File: src/erc_pkg.sv
`default_nettype none
// ----------------------------------------------------------------------------
// Elevation rate command package
// Shared types, register indexes, reset values and widths for the elevation
// rate request block.
// ----------------------------------------------------------------------------
package erc_pkg;

    localparam int CfgAddrW = 3;
    localparam int CfgDataW = 23;
    localparam int OutW     = 24;

    // Register indexes of the configuration port
    typedef enum logic [CfgAddrW-1:0] {
        CFG_GYRO_SCALE      = 3'd0,
        CFG_ELEV_LOW_LIMIT  = 3'd1,
        CFG_ELEV_HIGH_LIMIT = 3'd2,
        CFG_RECOVERY_RATE   = 3'd3,
        CFG_SPEED_LIMIT     = 3'd4,
        CFG_STEP_LIMIT      = 3'd5,
        CFG_POSITION_GAIN   = 3'd6,
        CFG_LOCK_GAIN       = 3'd7
    } t_cfg_addr;

    typedef enum logic [1:0] {
        MODE_VELOCITY = 2'd0,
        MODE_POSITION = 2'd1,
        MODE_LOCK     = 2'd2,
        MODE_NONE     = 2'd3
    } t_axis_mode;

    localparam logic [15:0] RST_GYRO_SCALE      = 16'd256;
    localparam logic [22:0] RST_ELEV_LOW_LIMIT  = 23'd1310720;
    localparam logic [22:0] RST_ELEV_HIGH_LIMIT = 23'd4259840;
    localparam logic [19:0] RST_RECOVERY_RATE   = 20'd13107;
    localparam logic [19:0] RST_SPEED_LIMIT     = 20'd32768;
    localparam logic [19:0] RST_STEP_LIMIT      = 20'd5120;
    localparam logic [15:0] RST_POSITION_GAIN   = 16'd23593;
    localparam logic [15:0] RST_LOCK_GAIN       = 16'd41943;

    localparam logic signed [OutW:0] OUT_MAX = 25'sd8388607;
    localparam logic signed [OutW:0] OUT_MIN = -25'sd8388608;

    typedef struct packed {
        logic [15:0] gyro_scale;
        logic [22:0] elev_low_limit;
        logic [22:0] elev_high_limit;
        logic [19:0] recovery_rate;
        logic [19:0] speed_limit;
        logic [19:0] step_limit;
        logic [15:0] position_gain;
        logic [15:0] lock_gain;
    } t_erc_cfg;

    // Classified request passed from the front end to the back end
    typedef struct packed {
        logic signed [32:0] base_rate;
        logic signed [32:0] correction;
        logic               low_trip;
        logic               high_trip;
    } t_erc_job;

endpackage
`default_nettype wire

File: src/erc_front.sv
`default_nettype none
// ----------------------------------------------------------------------------
// Elevation rate command front end
// Takes requests, selects the base rate by axis mode (gain product where
// needed), forms the gyro correction and flags the elevation limits.
// ----------------------------------------------------------------------------
module erc_front (
    input  wire                     i_clk,
    input  wire                     i_rst_n,
    input  erc_pkg::t_erc_cfg       i_cfg,
    input  wire                     push,
    output logic                    full,
    input  wire  [1:0]              i_axis_mode,
    input  wire  signed [31:0]      i_commanded_rate,
    input  wire  signed [25:0]      i_target_elevation,
    input  wire  signed [25:0]      i_estimated_elevation,
    input  wire  signed [25:0]      i_encoder_elevation,
    input  wire  signed [31:0]      i_gyro_offset,
    input  wire  signed [31:0]      i_gyro_earth_rate,
    output logic                    o_job_push,
    input  wire                     i_job_full,
    output erc_pkg::t_erc_job       o_job
);
    import erc_pkg::*;

    logic               r_valid;
    t_axis_mode         r_mode;
    logic signed [31:0] r_cmd;
    logic signed [25:0] r_target;
    logic signed [25:0] r_est;
    logic signed [25:0] r_enc;
    logic signed [31:0] r_offs;
    logic signed [31:0] r_earth;

    logic               w_accept;
    logic signed [26:0] w_diff;
    logic        [15:0] w_gain;
    logic signed [43:0] w_prod;
    logic signed [26:0] w_enc_x;

    assign full       = r_valid && i_job_full;
    assign w_accept   = push && !full;
    assign o_job_push = r_valid && !i_job_full;

    always_ff @(posedge i_clk) begin
        if (!i_rst_n) begin
            r_valid <= 1'b0;
            r_mode  <= MODE_NONE;
        end else if (w_accept) begin
            r_valid <= 1'b1;
            r_mode  <= t_axis_mode'(i_axis_mode);
        end else if (o_job_push) begin
            r_valid <= 1'b0;
        end
    end

    always_ff @(posedge i_clk) begin
        if (w_accept) begin
            r_cmd    <= i_commanded_rate;
            r_target <= i_target_elevation;
            r_est    <= i_estimated_elevation;
            r_enc    <= i_encoder_elevation;
            r_offs   <= i_gyro_offset;
            r_earth  <= i_gyro_earth_rate;
        end
    end

    // Lock mode tracks the encoder, position mode the pointing solution
    always_comb begin
        if (r_mode == MODE_POSITION) begin
            w_diff = {r_target[25], r_target} - {r_est[25], r_est};
            w_gain = i_cfg.position_gain;
        end else begin
            w_diff = {r_target[25], r_target} - {r_enc[25], r_enc};
            w_gain = i_cfg.lock_gain;
        end
    end

    assign w_prod  = w_diff * $signed({1'b0, w_gain});
    assign w_enc_x = {r_enc[25], r_enc};

    always_comb begin
        o_job = '0;
        unique case (r_mode)
            MODE_VELOCITY: o_job.base_rate = {r_cmd[31], r_cmd};
            MODE_POSITION,
            MODE_LOCK:     o_job.base_rate = {{5{w_prod[43]}}, w_prod[43:16]};
            MODE_NONE:     o_job.base_rate = '0;
        endcase
        o_job.correction = {r_offs[31], r_offs} - {r_earth[31], r_earth};
        o_job.low_trip   = w_enc_x < $signed({4'b0, i_cfg.elev_low_limit});
        o_job.high_trip  = w_enc_x > $signed({4'b0, i_cfg.elev_high_limit});
    end

endmodule
`default_nettype wire

File: src/erc_queue.sv
`default_nettype none
// ----------------------------------------------------------------------------
// Elevation rate command job queue
// Two-entry queue of classified requests between front end and back end.
// ----------------------------------------------------------------------------
module erc_queue (
    input  wire                 i_clk,
    input  wire                 i_rst_n,
    input  wire                 i_push,
    input  erc_pkg::t_erc_job   i_data,
    output logic                o_full,
    input  wire                 i_pop,
    output logic                o_empty,
    output erc_pkg::t_erc_job   o_data
);
    import erc_pkg::*;

    t_erc_job    r_mem [2];
    logic        r_wr_ptr;
    logic        r_rd_ptr;
    logic [1:0]  r_count;
    logic        w_wr;
    logic        w_rd;

    assign o_full  = r_count == 2'd2;
    assign o_empty = r_count == 2'd0;
    assign w_wr    = i_push && !o_full;
    assign w_rd    = i_pop && !o_empty;
    assign o_data  = r_mem[r_rd_ptr];

    always_ff @(posedge i_clk) begin
        if (!i_rst_n) begin
            r_wr_ptr <= 1'b0;
            r_rd_ptr <= 1'b0;
            r_count  <= 2'd0;
        end else begin
            if (w_wr) begin
                r_wr_ptr <= !r_wr_ptr;
            end
            if (w_rd) begin
                r_rd_ptr <= !r_rd_ptr;
            end
            if (w_wr && !w_rd) begin
                r_count <= r_count + 2'd1;
            end else if (w_rd && !w_wr) begin
                r_count <= r_count - 2'd1;
            end
        end
    end

    always_ff @(posedge i_clk) begin
        if (w_wr) begin
            r_mem[r_wr_ptr] <= i_data;
        end
    end

endmodule
`default_nettype wire

File: src/erc_back.sv
`default_nettype none
// ----------------------------------------------------------------------------
// Elevation rate command back end
// Applies correction, limit recovery and speed clamp, scales to gyro units,
// limits the step against the last output and saturates.
// ----------------------------------------------------------------------------
module erc_back (
    input  wire                 i_clk,
    input  wire                 i_rst_n,
    input  erc_pkg::t_erc_cfg   i_cfg,
    input  wire                 i_job_empty,
    output logic                o_job_pop,
    input  erc_pkg::t_erc_job   i_job,
    output logic                empty,
    input  wire                 pop,
    output logic signed [23:0]  o_rate_command
);
    import erc_pkg::*;

    typedef enum logic [2:0] {
        S_IDLE = 3'b001,
        S_MUL  = 3'b010,
        S_STEP = 3'b100
    } t_back_state;

    t_back_state        r_state;
    t_back_state        n_state;
    logic signed [20:0] r_clamp;
    logic signed [21:0] r_scaled;
    logic signed [23:0] r_prev;
    logic               r_out_valid;
    logic signed [23:0] r_out;

    logic signed [33:0] w_rate;
    logic signed [33:0] w_lim;
    logic signed [33:0] w_rec;
    logic signed [20:0] w_clamp;
    logic signed [37:0] w_prod;
    logic signed [24:0] w_v;
    logic signed [24:0] w_prev;
    logic signed [24:0] w_step;
    logic signed [24:0] w_diff;
    logic signed [24:0] w_lim_v;
    logic signed [23:0] w_sat;
    logic               w_out_free;
    logic               w_finish;

    assign empty          = !r_out_valid;
    assign o_rate_command = r_out;
    assign w_out_free     = !r_out_valid || pop;
    assign o_job_pop      = (r_state == S_IDLE) && !i_job_empty;
    assign w_finish       = (r_state == S_STEP) && w_out_free;

    // Correct, override outside the elevation limits (downward wins), clamp
    always_comb begin
        w_lim  = $signed({14'b0, i_cfg.speed_limit});
        w_rec  = $signed({14'b0, i_cfg.recovery_rate});
        w_rate = {i_job.base_rate[32], i_job.base_rate}
               - {i_job.correction[32], i_job.correction};
        if (i_job.high_trip) begin
            w_rate = -w_rec;
        end else if (i_job.low_trip) begin
            w_rate = w_rec;
        end
        if (w_rate > w_lim) begin
            w_rate = w_lim;
        end else if (w_rate < -w_lim) begin
            w_rate = -w_lim;
        end
        w_clamp = w_rate[20:0];
    end

    assign w_prod = r_clamp * $signed({1'b0, i_cfg.gyro_scale});

    always_comb begin
        w_v     = {{3{r_scaled[21]}}, r_scaled};
        w_prev  = {r_prev[23], r_prev};
        w_step  = $signed({5'b0, i_cfg.step_limit});
        w_diff  = w_v - w_prev;
        w_lim_v = w_v;
        if (w_diff > w_step) begin
            w_lim_v = w_prev + w_step;
        end else if (w_diff < -w_step) begin
            w_lim_v = w_prev - w_step;
        end
        if (w_lim_v > OUT_MAX) begin
            w_sat = OUT_MAX[23:0];
        end else if (w_lim_v < OUT_MIN) begin
            w_sat = OUT_MIN[23:0];
        end else begin
            w_sat = w_lim_v[23:0];
        end
    end

    always_comb begin
        n_state = r_state;
        unique case (r_state)
            S_IDLE: if (!i_job_empty) n_state = S_MUL;
            S_MUL:  n_state = S_STEP;
            S_STEP: if (w_out_free) n_state = S_IDLE;
            default: n_state = S_IDLE;
        endcase
    end

    always_ff @(posedge i_clk) begin
        if (!i_rst_n) begin
            r_state     <= S_IDLE;
            r_prev      <= '0;
            r_out_valid <= 1'b0;
        end else begin
            r_state <= n_state;
            if (w_finish) begin
                r_prev      <= w_sat;
                r_out_valid <= 1'b1;
            end else if (pop) begin
                r_out_valid <= 1'b0;
            end
        end
    end

    always_ff @(posedge i_clk) begin
        if (o_job_pop) begin
            r_clamp <= w_clamp;
        end
        if (r_state == S_MUL) begin
            // floor by arithmetic shift
            r_scaled <= w_prod[37:16];
        end
        if (w_finish) begin
            r_out <= w_sat;
        end
    end

endmodule
`default_nettype wire

File: src/elevation_rate_command.sv
`default_nettype none
// An accepted request is held in the front-end register, then written to
// the queue, then taken through 3 back-end steps: combine/clamp, scale
// multiply, step limit. The back end works on one request at a time.
// Reset: synchronous, active low; clears queues, the last output and loads
// the default register values.
// ----------------------------------------------------------------------------
// Elevation rate command
// Builds the elevation servo rate request from mode, targets and gyro terms.
// ----------------------------------------------------------------------------
module elevation_rate_command (
    input  wire                            i_clk,
    input  wire                            i_rst_n,
    input  wire                            i_cfg_wr_en,
    input  wire  [erc_pkg::CfgAddrW-1:0]   i_cfg_addr,
    input  wire  [erc_pkg::CfgDataW-1:0]   i_cfg_wdata,
    input  wire                            push,
    output logic                           full,
    input  wire  [1:0]                     i_axis_mode,
    input  wire  signed [31:0]             i_commanded_rate,
    input  wire  signed [25:0]             i_target_elevation,
    input  wire  signed [25:0]             i_estimated_elevation,
    input  wire  signed [25:0]             i_encoder_elevation,
    input  wire  signed [31:0]             i_gyro_offset,
    input  wire  signed [31:0]             i_gyro_earth_rate,
    output logic                           empty,
    input  wire                            pop,
    output logic signed [23:0]             o_rate_command
);
    import erc_pkg::*;

    t_erc_cfg r_cfg;
    t_erc_job w_front_job;
    t_erc_job w_back_job;
    logic     w_job_push;
    logic     w_job_full;
    logic     w_job_pop;
    logic     w_job_empty;

    always_ff @(posedge i_clk) begin
        if (!i_rst_n) begin
            r_cfg.gyro_scale      <= RST_GYRO_SCALE;
            r_cfg.elev_low_limit  <= RST_ELEV_LOW_LIMIT;
            r_cfg.elev_high_limit <= RST_ELEV_HIGH_LIMIT;
            r_cfg.recovery_rate   <= RST_RECOVERY_RATE;
            r_cfg.speed_limit     <= RST_SPEED_LIMIT;
            r_cfg.step_limit      <= RST_STEP_LIMIT;
            r_cfg.position_gain   <= RST_POSITION_GAIN;
            r_cfg.lock_gain       <= RST_LOCK_GAIN;
        end else if (i_cfg_wr_en) begin
            unique case (t_cfg_addr'(i_cfg_addr))
                CFG_GYRO_SCALE:      r_cfg.gyro_scale      <= i_cfg_wdata[15:0];
                CFG_ELEV_LOW_LIMIT:  r_cfg.elev_low_limit  <= i_cfg_wdata;
                CFG_ELEV_HIGH_LIMIT: r_cfg.elev_high_limit <= i_cfg_wdata;
                CFG_RECOVERY_RATE:   r_cfg.recovery_rate   <= i_cfg_wdata[19:0];
                CFG_SPEED_LIMIT:     r_cfg.speed_limit     <= i_cfg_wdata[19:0];
                CFG_STEP_LIMIT:      r_cfg.step_limit      <= i_cfg_wdata[19:0];
                CFG_POSITION_GAIN:   r_cfg.position_gain   <= i_cfg_wdata[15:0];
                CFG_LOCK_GAIN:       r_cfg.lock_gain       <= i_cfg_wdata[15:0];
            endcase
        end
    end

    erc_front u_front (
        .i_clk                 (i_clk),
        .i_rst_n               (i_rst_n),
        .i_cfg                 (r_cfg),
        .push                  (push),
        .full                  (full),
        .i_axis_mode           (i_axis_mode),
        .i_commanded_rate      (i_commanded_rate),
        .i_target_elevation    (i_target_elevation),
        .i_estimated_elevation (i_estimated_elevation),
        .i_encoder_elevation   (i_encoder_elevation),
        .i_gyro_offset         (i_gyro_offset),
        .i_gyro_earth_rate     (i_gyro_earth_rate),
        .o_job_push            (w_job_push),
        .i_job_full            (w_job_full),
        .o_job                 (w_front_job)
    );

    erc_queue u_queue (
        .i_clk   (i_clk),
        .i_rst_n (i_rst_n),
        .i_push  (w_job_push),
        .i_data  (w_front_job),
        .o_full  (w_job_full),
        .i_pop   (w_job_pop),
        .o_empty (w_job_empty),
        .o_data  (w_back_job)
    );

    erc_back u_back (
        .i_clk          (i_clk),
        .i_rst_n        (i_rst_n),
        .i_cfg          (r_cfg),
        .i_job_empty    (w_job_empty),
        .o_job_pop      (w_job_pop),
        .i_job          (w_back_job),
        .empty          (empty),
        .pop            (pop),
        .o_rate_command (o_rate_command)
    );

endmodule
`default_nettype wire
File: config.mk
export PLATFORM = sky130hd
export DESIGN_NAME = elevation_rate_command
export DESIGN_NICKNAME = d
export VERILOG_FILES = /design/src/erc_pkg.sv /design/src/erc_front.sv /design/src/erc_queue.sv /design/src/erc_back.sv /design/src/elevation_rate_command.sv
export SDC_FILE = /design/constraint.sdc
export NUM_CORES = 2
export LEC_CHECK = 0
export ABC_AREA = 1
export BUFFER_PORTS_ARGS = -buffer_cell sky130_fd_sc_hd__buf_2
export CAP_MARGIN = 20
export CELL_PAD_IN_SITES_DETAIL_PLACEMENT = 0
export CELL_PAD_IN_SITES_GLOBAL_PLACEMENT = 1
export CORE_MARGIN = 3
export CORE_UTILIZATION = 49
export DETAILED_ROUTE_END_ITERATION = 10
export GPL_ROUTABILITY_DRIVEN = 0
export GPL_TIMING_DRIVEN = 1
export HOLD_SLACK_MARGIN = 0.05
export PLACE_DENSITY_LB_ADDON = 0.1
export SYNTH_ARGS = -nofsm -noshare
export SYNTH_HDL_FRONTEND = slang
export SYNTH_SLANG_ARGS = --single-unit
export TNS_END_PERCENT = 10
File: constraint.sdc
create_clock -name i_clk -period 12 [get_ports i_clk]
set_input_delay 0.6 -clock i_clk [delete_from_list [all_inputs] [get_ports i_clk]]
set_output_delay 0.6 -clock i_clk [all_outputs]
set_load 0.02 [all_outputs]
======== After elaboration in Yosys (flattened, before gate mapping) ========
Memory sizes are Yosys's and may differ from the RTL's. A register that Yosys moved wholly into a read port is not among the register bits.
Cells that the tools add are included.
word-level totals
  register bits after elaboration ......... 430
  latch bits .............................. 0
  memory bits (writable) .................. 136
  bits in read-only memories .............. 0
  input port bits ......................... 207
  output and inout bits ................... 26
  memories kept ........................... 1
operators by class
  add/subtract/negate cells ............... 12
  $mul .................................... 2
  div/mod/pow operators ................... 0
  magnitude comparators ................... 8
  eq/ne operators ......................... 16
  shift operators ......................... 0
  muxes and demuxes ....................... 24
  bitwise operators ....................... 0
  reductions and logical operators ........ 34
memory list
  memory         depth  width  read ports  clocked after memory_dff  wr ports  RTL line         RTL
  u_queue.r_mem  2      68     1           1                         1         erc_queue.sv:18  t_erc_job r_mem [2];
operators with widths
  cell                  number
  $pmux 33 s3           1
  $mux 34               2
  $neg 20->34           2
  $sub 26x26->27        2
  $mux 25               2
  $mux 24               2
  $mul 27x17->44        1
  $mul 21x17->38        1
  $gt 34x21->1          1
  $lt 34x34->1          1
  $sub 33x33->34        1
  $sub 32x32->33        1
  $mux 27               1
  $gt 26x24->1          1
  $lt 26x24->1          1
  $add 24x21->25        1
  $gt 25x21->1          1
  $gt 25x24->1 const B  1
  $lt 25x24->1 const B  1
  $lt 25x25->1          1
  $neg 20->25           1
  $sub 22x24->25        1
  $sub 24x21->25        1
  $mux 21               1
  other kinds (23)      67

======== Depth between registers and ports, before layout ========
  word-level depth ........................ 8
  gate-level depth with buffers ........... 48

======== Cells and area by module ========
Synthesis repeated with hierarchy kept, for this count alone.
unflattened totals
  cell total of the unflattened synthesis .. 8102
  area, all modules ....................... 64657.0 µm²
modules (own cells, without submodules)
  module                  instances  cells an instance  area an instance (µm²)  seq. area each (µm²)
  erc_front               1          3267               27053.4                 5285.1
  erc_back                1          3740               26450.4                 2572.5
  elevation_rate_command  1          845                5914.4                  3083.0
  erc_queue               1          250                5238.8                  4184.0

======== Worst setup path after synthesis ========
Ideal clock, no wire load.
  path kind ............................... register -> register
  start point ............................. register u_front.r_mode[1]
  end point ............................... memory u_queue.r_mem[0][62] (netlist name) (data pin)
  setup time .............................. 0.264 ns
  arrival time ............................ 8.511 ns
  data required time ...................... 11.736 ns
  setup slack ............................. 3.225 ns
  cell stages (with the launch flop) ...... 41
  path buffers ............................ 4
  cells stage by stage .................... dfxtp_1 -> inv_1 -> ha_1 -> clkbuf_1 -> buf_1 -> buf_1 -> mux2i_1 -> ha_1 -> a21oi_1 -> o21ai_0 -> nand2_1 -> nand2_1 -> nand2_1 -> nand3_1 -> nand2_1 -> o211ai_1 -> nand2_1 -> o311ai_0 -> (+5 left out) -> inv_1 -> fa_1 -> inv_1 -> fa_1 -> fa_1 -> fa_1 -> inv_1 -> fa_1 -> inv_1 -> ha_1 -> a21oi_1 -> o21ai_0 -> a211oi_1 -> nand2_1 -> a21oi_1 -> nand2_1 -> nand3_1 -> nand2_1
RTL lines
  item                    RTL line         RTL
  start, declared         erc_front.sv:27  t_axis_mode r_mode;
  start signal, assigned  erc_front.sv:51  r_mode <= t_axis_mode'(i_axis_mode);
  end, declared           erc_queue.sv:18

==> results.py <==
metrics = {
    "final_layout": {
        "nets": 9419,
        "final_util": 0.5334,
        "multiInputGateArea_sq_um": 40770,
        "fillers": 12210,
        "register_area_sq_um": 15070,
        "syn_to_final_growth_pct": 7.973,
        "drive_gt1_frac": 0.06305,
    },
    "place": {
        "post-place-ws_ps": 2220,
        "dp_hpwl_mm": 153.2,
        "portBuffers": 232,
    },
    "floorplanning": {
        "row_count": 131,
        "start_util": 0.4940,
        "core_area_sq_um": 127700,
        "io-pin-count": 233,
        "dieWidth_um": 364.8,
        "dieArea_sq_um": 133100,
        "die_height_um": 364.8,
    },
    "logic_synthesis": {
        "ys_top_cells_by_area": "fa_1 24%, edfxtp_1 18%, nand2_1 10%",
        "syn-instance-count": 7844,
        "yosys_warnings": 0,
        "synth_top_area_frac": 0.2400,
        "ys.flop_type": "edfxtp_1",
        "yosysMostFrequentCell": "nand2_1",
        "syn-mean-instance-area_sq_um": 8.041,
        "synth_seq_area_share": 0.2388,
        "async_flop_share": 0,
        "synth_top_area_cell": "fa_1",
        "netlist_area_sq_um": 63070,
        "synth_nets": 9308,
        "ys_ff_latch": 565,
        "synth_common_cells": "1,715 x nand2_1, 1,645 x inv_1, 756 x fa_1",
        "synth_cell_types": 62,
        "synth_edf_count": 375,
    },
    "routing": {
        "via_per_inst": 5.296,
        "drt_iter0_drc": 3707,
        "ant_nets": 0,
        "first_pass_iters": 6,
        "post_drt_wl_per_cell_um": 19.60,
        "drc": 0,
        "vias": 51280,
        "finalWirelength_mm": 189.8,
    },
    "sta": {
        "timing.fmax_mhz": 102.4,
        "worstMarginPinSlew_ps": 1132,
        "finalSetupViolCount": 0,
        "slew_headroom": 0.2442,
        "period_share": 0.8140,
        "worst_slack_ps": 2232,
        "fin_tns_setup_ps": 0,
        "rsz0062_at_grt": "false",
        "min_period_ps": 9768,
        "hold_violations": 0,
        "drv_slew": 0,
        "skew_ps": 42.22,
    },
    "global_route": {
        "grt_first_pass_wirelength_mm": 296.4,
        "grt_use_total": 0.2898,
        "grt_antenna_before_repair": 15,
        "grt_max_degree": 100,
        "grt_overflow_total": 0,
        "first_global_vias": 52090,
    },
    "clock_tree": {
        "cts_inserted_buffers": 69,
        "cts_root_buf": "clkbuf_16",
        "clk_latency_ps": 680,
        "cts_setup_buffers": 0,
        "path_clk_slew_ps": 60,
        "cts_sinks": 565,
        "cts_tree": "built",
        "cts_resized": 0,
        "clk_path_buf_depth": 3,
        "h-tree-depth": 3,
        "cts_hold_buf": 0,
    },
    "worst_setup_path": {
        "slowest_delay_ps": 730,
        "start_kind": "register",
        "worstPathRequired_ps": 12390,
        "worst_setup_path_end_kind": "register",
        "cp_slowest_cell": "fa_1",
        "path_max_fanout": 30,
        "arrival_ps": 10160,
        "crit_type": "reg2reg",
    },
    "flow_run": {
        "drv_cap": 0,
    },
    "hold_path": {
        "min_path_type": "in2reg",
    },
    "run_status": {
        "outcome": "finished, final reports clean",
    },
}
-- cell families after synthesis --
family / synth area share
compound gates: 0.08820
xor+xnor: 0.02319
fa+ha+maj: 0.3393
buf+inv: 0.1153
flops: 0.2388
mux: 0.008887
simple gates: 0.1862
-- registers in the layout, summed over array words and instances (netlist names), named ones only --
register	cells
r_cfg	154
u_queue.r_mem	134
u_front.r_cmd	32
u_front.r_earth	32
u_front.r_offs	32
u_front.r_enc	26
u_front.r_est	26
u_front.r_target	26
u_back.o_rate_command	24
u_back.r_prev	24
u_back.r_scaled	22
u_back.r_clamp	21
u_back.r_state	3
u_front.r_mode	2
u_queue.r_count	2
u_back.r_out_valid	1
u_front.r_valid	1
u_queue.r_rd_ptr	1
u_queue.r_wr_ptr	1
-- cell type report --
type,instances,area share
Timing Repair Buffer,292,0.02480
Clock buffer,90,0.02741
Clock inverter,36,0.005144
Tap cell,1662,0.03054
Sequential cell,565,0.2213
Antenna cell,12,0.0004409
Inverter,1663,0.09177
Multi-Input combinational cell,5364,0.5986
-- per-stage QoR --
stage / cells / hold slack (ps) / instance area [sq um]
after global placement: 9540 / 433.3 / 65730
after CTS: 9667 / 57.62 / 67970
after global routing: 9672 / 74.84 / 68070
after floorplan: 7844 / 421.4 / 63070
final: 9684 / 110.9 / 68100
after detailed placement: 9541 / 440.2 / 65750
-- metal layers --
metal  wire [um]  track usage  vias up
li1            -            -    24660
met3       11990      0.04042      306
met5          11            0        -
met4        7280       0.1030        2
met1       79150       0.3793    24810
met2       91400       0.4915     1508
-- cell usage in the layout (no fill, tap or decap), drive strengths merged, types with 10 or more instances in the layout --
cell | Yosys | layout
nand2 | 1731 | 1731
inv | 1655 | 1664
fa | 756 | 756
nor2 | 591 | 591
a21oi | 506 | 506
ha | 501 | 501
o21ai | 380 | 380
edfxtp | 375 | 375
nand3 | 310 | 310
buf | 45 | 292
dfxtp | 190 | 190
xor2 | 117 | 117
clkbuf | 207 | 90
or2 | 59 | 59
nor3 | 57 | 57
mux2i | 56 | 56
nand4 | 54 | 54
xnor2 | 50 | 50
nor4 | 36 | 36
clkinv | 8 | 32
o211ai | 29 | 29
o21bai | 26 | 26
a21o | 17 | 17
o21a | 15 | 15
a31oi | 14 | 14
diode | 0 | 12
a211oi | 10 | 10
-- worst paths after layout --
kind | start | to | slack (ps) | cells after the start
worst max-delay path | u_front.r_mode[1] | u_queue.r_mem[0][65] | 2230 | 35
worst min-delay path | i_commanded_rate[29] | u_front.r_cmd[29] | 110 | 1
worst max register to register | u_front.r_mode[1] | u_queue.r_mem[0][65] | 2230 | 35
worst min register to register | r_cfg[16] | r_cfg[16] | 450 | 2
-- worst max-delay path, delay by kind of cell (launching register included) --
kind | cells | cell delay [ps]
AO/OA/AOI/OAI | 7 | 1210
buffers and inverters | 7 | 1220
adder cells (fa/ha/maj) | 10 | 4880
flip-flops | 1 | 290
AND/OR/NAND/NOR | 11 | 1870
Power is not shown: default switching activity piles up to over one toggle a cycle in this logic, so the estimate is an artifact.
